==> src/sv/apf_pkg.sv <==
// Shared types and constants for the articulation point finder.
// No dependencies; imported by every module of the block.
package apf_pkg;

    localparam int NUM_VERTICES = 64;
    localparam int MAX_EDGES    = 256;
    localparam int VTX_W        = 6;
    localparam int CNT_W        = 7;
    localparam int ARC_DEPTH    = 512;
    localparam int ARC_AW       = 9;
    localparam int ARC_PTR_W    = 10;
    localparam int ARC_CAP      = ((2 * MAX_EDGES) < ARC_DEPTH) ? (2 * MAX_EDGES) : ARC_DEPTH;
    localparam int STACK_DEPTH  = 64;
    localparam int STACK_AW     = 6;

    localparam logic [ARC_PTR_W-1:0] ARC_NIL   = 10'h3FF;
    localparam logic [CNT_W-1:0]     NO_PARENT = 7'd64;
    localparam logic [CNT_W-1:0]     VERTEX_COUNT_RESET = 7'd64;
    localparam logic [CNT_W-1:0]     NUM_VTX_C = 7'(NUM_VERTICES);
    localparam logic [CNT_W-1:0]     STACK_FULL = 7'(STACK_DEPTH);

    localparam logic FUNC_EDGE = 1'b0;
    localparam logic FUNC_RUN  = 1'b1;

    localparam logic [2:0] REG_VERTEX_COUNT = 3'd0;

    typedef struct packed {
        logic             func;
        logic [VTX_W-1:0] vertex_a;
        logic [VTX_W-1:0] vertex_b;
    } in_t;

    typedef struct packed {
        logic [VTX_W-1:0] vertex;
        logic             found;
        logic             last;
        logic             dropped;
    } out_t;

    // per-vertex search record
    typedef struct packed {
        logic [CNT_W-1:0] disc;
        logic [CNT_W-1:0] low;
        logic [CNT_W-1:0] parent;
        logic [CNT_W-1:0] child;
        logic             cut;
    } rec_t;

    localparam rec_t CLEAR_REC = '{disc: '0, low: '0, parent: NO_PARENT, child: '0, cut: 1'b0};

    typedef struct packed {
        logic [VTX_W-1:0]     v;
        logic [ARC_PTR_W-1:0] a;
    } frame_t;

    typedef struct packed {
        logic [VTX_W-1:0]  head_addr;
        logic [ARC_AW-1:0] arc_addr;
    } rd_req_t;

    typedef struct packed {
        logic [ARC_PTR_W-1:0] head;
        logic [VTX_W-1:0]     target;
        logic [ARC_PTR_W-1:0] next;
    } rd_rsp_t;

endpackage

==> src/sv/apf_dfs_core.sv <==
// Search sequencer: clears vertex records, walks the graph with an explicit
// stack, then scans the cut marks into the output register. Depends on apf_pkg.
module apf_dfs_core
    import apf_pkg::*;
(
    input  logic             clk,
    input  logic             rst_n,
    input  logic             start,
    input  logic [CNT_W-1:0] active_n,
    input  logic             drop_flag,
    output rd_req_t          rd_req,
    input  rd_rsp_t          rd_rsp,
    output logic             busy,
    output logic             out_valid,
    input  logic             out_stall,
    output out_t             out_data
);

    typedef enum logic [11:0] {
        S_IDLE      = 12'b000000000001,
        S_CLEAR     = 12'b000000000010,
        S_ROOT      = 12'b000000000100,
        S_ROOT_WAIT = 12'b000000001000,
        S_STEP      = 12'b000000010000,
        S_ARC_WAIT  = 12'b000000100000,
        S_VREC_WAIT = 12'b000001000000,
        S_POP_WAIT  = 12'b000010000000,
        S_POP_REC   = 12'b000100000000,
        S_SCAN      = 12'b001000000000,
        S_SCAN_WAIT = 12'b010000000000,
        S_FLUSH     = 12'b100000000000
    } state_t;

    state_t state_reg, state_next;
    logic [CNT_W-1:0]     idx_reg, idx_next, visit_reg, visit_next, sp_reg, sp_next;
    logic [CNT_W-1:0]     lowc_reg, lowc_next;
    logic [VTX_W-1:0]     top_u_reg, top_u_next, v_reg, v_next, pend_reg, pend_next;
    logic [ARC_PTR_W-1:0] top_a_reg, top_a_next;
    rec_t                 urec_reg, urec_next;
    logic                 have_reg, have_next, out_valid_reg, out_valid_next;
    out_t                 out_reg, out_next;

    rec_t   rec_mem [NUM_VERTICES];
    frame_t stk_mem [STACK_DEPTH];
    rec_t   rec_rd_reg, rec_wdata, vr, wr;
    frame_t stk_rd_reg, stk_wdata;
    logic                rec_re, rec_we, stk_re, stk_we, slot_free;
    logic [VTX_W-1:0]    rec_raddr, rec_waddr;
    logic [STACK_AW-1:0] stk_raddr, stk_waddr;
    logic [CNT_W-1:0]    sp_dec;

    assign slot_free = !out_valid_reg || !out_stall;
    assign sp_dec    = sp_reg - 7'd1;

    always_comb
    begin
        state_next     = state_reg;
        idx_next       = idx_reg;
        visit_next     = visit_reg;
        sp_next        = sp_reg;
        lowc_next      = lowc_reg;
        top_u_next     = top_u_reg;
        top_a_next     = top_a_reg;
        v_next         = v_reg;
        pend_next      = pend_reg;
        urec_next      = urec_reg;
        have_next      = have_reg;
        out_next       = out_reg;
        out_valid_next = out_valid_reg && out_stall;
        rec_re         = 1'b0;
        rec_raddr      = idx_reg[VTX_W-1:0];
        rec_we         = 1'b0;
        rec_waddr      = top_u_reg;
        rec_wdata      = urec_reg;
        stk_re         = 1'b0;
        stk_raddr      = sp_dec[STACK_AW-1:0] - 6'd1;
        stk_we         = 1'b0;
        stk_waddr      = sp_dec[STACK_AW-1:0];
        stk_wdata      = '{v: top_u_reg, a: top_a_reg};
        rd_req         = '{head_addr: idx_reg[VTX_W-1:0], arc_addr: top_a_reg[ARC_AW-1:0]};
        vr             = (v_reg == top_u_reg) ? urec_reg : rec_rd_reg;
        wr             = rec_rd_reg;
        case (state_reg)
            S_IDLE:
            begin
                if (start)
                begin
                    idx_next   = '0;
                    have_next  = 1'b0;
                    state_next = S_CLEAR;
                end
            end
            S_CLEAR:
            begin
                rec_we    = 1'b1;
                rec_waddr = idx_reg[VTX_W-1:0];
                rec_wdata = CLEAR_REC;
                idx_next  = idx_reg + 7'd1;
                if (idx_reg == NUM_VTX_C - 7'd1)
                begin
                    idx_next   = '0;
                    visit_next = '0;
                    state_next = S_ROOT;
                end
            end
            S_ROOT:
            begin
                if (idx_reg >= active_n)
                begin
                    idx_next   = '0;
                    state_next = S_SCAN;
                end
                else
                begin
                    rec_re     = 1'b1;
                    state_next = S_ROOT_WAIT;
                end
            end
            S_ROOT_WAIT:
            begin
                if (rec_rd_reg.disc != '0)
                begin
                    idx_next   = idx_reg + 7'd1;
                    state_next = S_ROOT;
                end
                else
                begin
                    visit_next = visit_reg + 7'd1;
                    urec_next  = '{disc: visit_reg + 7'd1, low: visit_reg + 7'd1,
                                   parent: NO_PARENT, child: '0, cut: 1'b0};
                    top_u_next = idx_reg[VTX_W-1:0];
                    top_a_next = rd_rsp.head;
                    sp_next    = 7'd1;
                    state_next = S_STEP;
                end
            end
            S_STEP:
            begin
                if (top_a_reg[ARC_PTR_W-1])
                begin
                    // list exhausted: write back and pop
                    rec_we  = 1'b1;
                    sp_next = sp_dec;
                    if (sp_reg == 7'd1)
                    begin
                        idx_next   = idx_reg + 7'd1;
                        state_next = S_ROOT;
                    end
                    else
                    begin
                        lowc_next  = urec_reg.low;
                        stk_re     = 1'b1;
                        state_next = S_POP_WAIT;
                    end
                end
                else
                    state_next = S_ARC_WAIT;
            end
            S_ARC_WAIT:
            begin
                top_a_next = rd_rsp.next;
                v_next     = rd_rsp.target;
                rd_req.head_addr = rd_rsp.target;
                if ({1'b0, rd_rsp.target} >= active_n)
                    state_next = S_STEP;
                else
                begin
                    rec_re     = 1'b1;
                    rec_raddr  = rd_rsp.target;
                    state_next = S_VREC_WAIT;
                end
            end
            S_VREC_WAIT:
            begin
                state_next = S_STEP;
                if (vr.disc == '0)
                begin
                    if (sp_reg < STACK_FULL)
                    begin
                        rec_we          = 1'b1;
                        rec_wdata.child = urec_reg.child + 7'd1;
                        stk_we          = 1'b1;
                        visit_next      = visit_reg + 7'd1;
                        urec_next  = '{disc: visit_reg + 7'd1, low: visit_reg + 7'd1,
                                       parent: {1'b0, top_u_reg}, child: '0, cut: 1'b0};
                        top_u_next = v_reg;
                        top_a_next = rd_rsp.head;
                        sp_next    = sp_reg + 7'd1;
                    end
                end
                else if ({1'b0, v_reg} != urec_reg.parent && vr.disc < urec_reg.low)
                    urec_next.low = vr.disc;
            end
            S_POP_WAIT:
            begin
                rec_re     = 1'b1;
                rec_raddr  = stk_rd_reg.v;
                state_next = S_POP_REC;
            end
            S_POP_REC:
            begin
                if (lowc_reg < wr.low)
                    wr.low = lowc_reg;
                if (wr.parent == NO_PARENT && wr.child > 7'd1)
                    wr.cut = 1'b1;
                if (wr.parent != NO_PARENT && lowc_reg >= wr.disc)
                    wr.cut = 1'b1;
                urec_next  = wr;
                top_u_next = stk_rd_reg.v;
                top_a_next = stk_rd_reg.a;
                state_next = S_STEP;
            end
            S_SCAN:
            begin
                if (idx_reg >= active_n)
                    state_next = S_FLUSH;
                else
                begin
                    rec_re     = 1'b1;
                    state_next = S_SCAN_WAIT;
                end
            end
            S_SCAN_WAIT:
            begin
                if (!rec_rd_reg.cut)
                begin
                    idx_next   = idx_reg + 7'd1;
                    state_next = S_SCAN;
                end
                else if (!have_reg)
                begin
                    pend_next  = idx_reg[VTX_W-1:0];
                    have_next  = 1'b1;
                    idx_next   = idx_reg + 7'd1;
                    state_next = S_SCAN;
                end
                else if (slot_free)
                begin
                    out_next       = '{vertex: pend_reg, found: 1'b1, last: 1'b0,
                                       dropped: drop_flag};
                    out_valid_next = 1'b1;
                    pend_next      = idx_reg[VTX_W-1:0];
                    idx_next       = idx_reg + 7'd1;
                    state_next     = S_SCAN;
                end
            end
            S_FLUSH:
            begin
                if (slot_free)
                begin
                    out_next       = '{vertex: have_reg ? pend_reg : '0, found: have_reg,
                                       last: 1'b1, dropped: drop_flag};
                    out_valid_next = 1'b1;
                    have_next      = 1'b0;
                    state_next     = S_IDLE;
                end
            end
            default:
                state_next = S_IDLE;
        endcase
    end

    always_ff @(posedge clk or negedge rst_n)
    begin
        if (!rst_n)
        begin
            state_reg     <= S_IDLE;
            out_valid_reg <= 1'b0;
            have_reg      <= 1'b0;
            visit_reg     <= '0;
        end
        else
        begin
            state_reg     <= state_next;
            out_valid_reg <= out_valid_next;
            have_reg      <= have_next;
            visit_reg     <= visit_next;
        end
    end

    always_ff @(posedge clk)
    begin
        idx_reg   <= idx_next;
        sp_reg    <= sp_next;
        lowc_reg  <= lowc_next;
        top_u_reg <= top_u_next;
        top_a_reg <= top_a_next;
        v_reg     <= v_next;
        pend_reg  <= pend_next;
        urec_reg  <= urec_next;
        out_reg   <= out_next;
        if (rec_we)
            rec_mem[rec_waddr] <= rec_wdata;
        if (rec_re)
            rec_rd_reg <= rec_mem[rec_raddr];
        if (stk_we)
            stk_mem[stk_waddr] <= stk_wdata;
        if (stk_re)
            stk_rd_reg <= stk_mem[stk_raddr];
    end

    assign busy      = (state_reg != S_IDLE);
    assign out_valid = out_valid_reg;
    assign out_data  = out_reg;

endmodule

==> config.mk <==
export PLATFORM = sky130hd
export DESIGN_NAME = apf_dfs_core
export DESIGN_NICKNAME = d
export VERILOG_FILES = /design/src/sv/apf_pkg.sv /design/src/sv/apf_dfs_core.sv
export SDC_FILE = /design/constraint.sdc
export NUM_CORES = 2
export LEC_CHECK = 0
export BUFFER_PORTS_ARGS = -buffer_cell sky130_fd_sc_hd__buf_2
export CAP_MARGIN = 20
export CORE_MARGIN = 2
export CORE_UTILIZATION = 55
export DETAILED_ROUTE_END_ITERATION = 8
export GPL_TIMING_DRIVEN = 0
export PLACE_DENSITY_LB_ADDON = 0.25
export SLEW_MARGIN = 20
export SYNTH_ARGS = -nofsm -noshare
export SYNTH_HDL_FRONTEND = slang
export SYNTH_SLANG_ARGS = --single-unit
==> constraint.sdc <==
create_clock -name clk -period 8.1 [get_ports clk]
set_input_delay 0.405 -clock clk [delete_from_list [all_inputs] [get_ports clk]]
set_output_delay 0.405 -clock clk [all_outputs]
set_load 0.02 [all_outputs]
==> key figures <==
Placement
  • DP HPWL: 256 mm
  • GPL Wtd Cong: 1.08
  • Dpl cells: 10800
  • Port bufs: 63

Run status
  • Failing checks: negative setup slack
  • Status: finished with violations

STA
  • # setup viols final: 2
  • Skew final: 90.7 ps
  • Worst slew margin: 14.3%
  • Tcrit/Tclk final: 103%
  • Final Hold Viols: 0
  • RSZ-0062 raised after global routing: true
  • Final setup margin: -207 ps
  • Setup TNS: -381 ps
  • Max Clk Rate: 120 MHz
  • Tmin final: 8310 ps
  • Worst slew pin tran: 1290 ps
  • Slew Viols, Final: 0

Clock tree
  • Clock Path Buffers: 4
  • CTS tree: yes
  • Clock sink count: 3033
  • Post-CTS Setup Inserts: 0
  • Clock latency on the worst-skew pair: 980 ps
  • Htree depth: 5
  • Root buf cell: clkbuf_16
  • TritonCTS buffer count: 316
  • Clock-pin slew on the worst setup and hold paths: 60 ps

Global route
  • Vias in the first global route: 71300
  • First-pass GRT wire length: 508 mm
  • GRT overflow: 0
  • Pin count of the biggest net entering global routing: 65
  • Initial antenna violation count: 28
  • Total GRT Usage: 32.2%

Layout
  • Layout Nets: 8343
  • Max reg flops: 1856
  • Commonest non-fill, non-tap cell in the layout: edfxtp_1
  • Most frequent cells in the layout: edfxtp_1 (3012), nand2_1 (1358), nand3_1 (610)
  • Synthesis-to-finish area growth: 16.4%
  • Regs by FF count: rec_mem (1856), stk_mem (1024)
  • Top reg by flops: rec_mem
  • Share of cells above drive strength 1: 15.3%
  • Post-Layout Cell Count: 11400

Die
  • IO Count: 64
  • Die W: 472 um
  • Core area: 0.217 mm^2
  • Initial core utilization: 55.3%
  • Die footprint: 0.223 mm^2
  • Die Span Y: 472 um
  • Row count: 171

Pwr
  • Logic pwr share: 26.8%
  • Leakage: 46.4 nW
  • NetSw: 14.6 mW
  • Internal power: 28.2 mW
  • Power per cell area: 306 mW/mm^2
  • Clock share of power: 32.0%
  • Total Power: 42.8 mW
  • Maximum vdd drop: 0.255 mV
  • Flop pwr share: 41.2%
  • Sw Ratio: 34.0%

Synth
  • Yosys warnings: 0
  • Avg Cell Area, Syn: 15.8 um^2
  • Unique masters post-synth: 72
  • Asr flop ratio synth: 0.692%
  • Synthesized Nets: 7674
  • Post-Syn Instances: 7599
  • EDFF count, synth: 3012
  • Top_reg_cell synth: edfxtp_1
  • FF+latch count, synth: 3033
  • Post-synthesis sequential area ratio: 75.6%
  • Synthesized cell area: 0.120 mm^2

Detailed routing
  • Routed WL: 362 mm
  • Drt initial violations: 12200
  • Antenna-violating nets left: 0
  • TritonRoute pass-1 iters: 6
  • Routed length per instance: 31.9 um
  • DR DRC count: 0
  • Vias: 74300
  • Vias/cell: 6.55

Setup path
  • Setup CP Type: reg -> reg
  • Startpoint class of the critical path: register
  • CP max FO: 10
  • CP required: 8730 ps
  • Crit end category: register
  • CP arrival: 8940 ps

Worst hold path
  • Hold/Removal Path Class: in -> reg

Job
  • MaxCap Viol Count: 0
## stage by stage
| stage | worst slack [ps] | hold slack, ps | instance area (um^2) | util, % |
|---|---|---|---|---|
| final | -207 | 112 | 140000 | 64.4 |
| after CTS | 200 | 25.3 | 140000 | 64.3 |
| after global placement | -5220 | 402 | 124000 | 57.1 |
| after detailed placement | -304 | 408 | 130000 | 59.8 |
| after global routing | -204 | 107 | 140000 | 64.4 |
| after floorplan | 1510 | 109 | 120000 | - |
## cells in the mapped netlist (9+ instances only)
cell type / number / share of area [%]
a21o_1: 20 / 0.12
a221oi_1: 32 / 0.23
nand3_1: 611 / 2.5
a22oi_1: 21 / 0.13
mux2i_1: 389 / 3.2
a32o_1: 85 / 0.71
mux4_2: 256 / 4.8
xor2_1: 19 / 0.14
dfrtp_1: 20 / 0.42
and2_1: 27 / 0.14
nor2_1: 184 / 0.57
ha_1: 37 / 0.38
nor3b_1: 9 / 0.056
o22ai_1: 32 / 0.17
nor2b_1: 80 / 0.42
nor3_1: 10 / 0.042
buf_1: 74 / 0.23
xnor2_1: 14 / 0.10
o211ai_1: 35 / 0.22
buf_4: 10 / 0.062
nand3b_1: 9 / 0.056
o221ai_1: 34 / 0.25
edfxtp_1: 3012 / 75
buf_2: 55 / 0.23
inv_1: 41 / 0.13
a211oi_1: 143 / 0.89
nand2b_1: 9 / 0.047
clkbuf_1: 324 / 1.0
nand4_1: 67 / 0.35
a21oi_1: 233 / 0.97
mux2_2: 11 / 0.10
a31oi_1: 93 / 0.48
nor4_1: 35 / 0.18
nand2_1: 1361 / 4.2
o21ai_0: 90 / 0.37
or3_1: 32 / 0.17
## metal layers
layer	up-vias	share of wire (%)	track usage, %
li1	30800	-	-
met1	37600	37	45.5
met2	5117	44	47.5
met3	749	14	9.96
met4	18	3.9	11.7
met5	-	0.10	0.454
## worst max-delay path, stage by stage (launching register included)
cell	delay, ps
edfxtp_1	410
clkbuf_1	500
clkbuf_2	610
clkdlybuf4s15_2	620
buf_1	510
inv_1	130
ha_1	220
clkbuf_1	200
xor2_1	250
xnor2_1	520
clkbuf_1	740
clkbuf_1	750
buf_1	720
mux2i_1	270
a21oi_1	150
a211oi_1	1050
a21oi_1	270
## final timing paths
path	cells past startpoint	end	start	slack, ps
min	5	state_reg[3]	active_n[6]	110
max reg2reg	16	stk_rd_reg[8]	sp_reg[0]	-210
min reg2reg	0	lowc_reg[1]	urec_reg[16]	480
min in group asynchronous	3	state_reg[0]	rst_n	540
max	16	stk_rd_reg[8]	sp_reg[0]	-210
max in group asynchronous	4	visit_reg[1]	rst_n	7070
## cells by family after synthesis
kind of cell / after synthesis / share of synthesized area, %
mux: 657 / 8.14
buf+inv: 504 / 1.66
compound gates: 867 / 4.89
simple gates: 2467 / 9.05
xor+xnor: 33 / 0.240
fa+ha+maj: 38 / 0.393
flops: 3033 / 75.6
## what timing repair did
item,4_1_cts,5_1_grt
hold endpoints to repair,50,0
endpoints found under the setup margin,10,8
hold buffers,32,0
resized for setup,4,5
## layout make-up
class / instances / area [um^2]
plain buffers: 462 / 1860
inverters: 41 / 154
clock buffers: 387 / 8320
repair buffers: 352 / 5440
well taps: 2854 / 3570
fillers: 14900 / 77400
diodes: 9 / 22.5
clock inverters: 152 / 1220
multi-input cells: 4062 / 28400
flip-flops and latches: 3033 / 91000
## power groups by stage
stage,clock network (mW),logic [mW],registers [mW]
6_report,13.7,11.5,17.6
3_5_place_dp,0,10.8,18.0
2_1_floorplan,0,5.55,18.0
3_3_place_gp,0,10.3,18.1
4_1_cts,13.7,10.9,17.6
5_1_grt,14.4,11.7,17.6
Power figures use the tool's default switching activity.
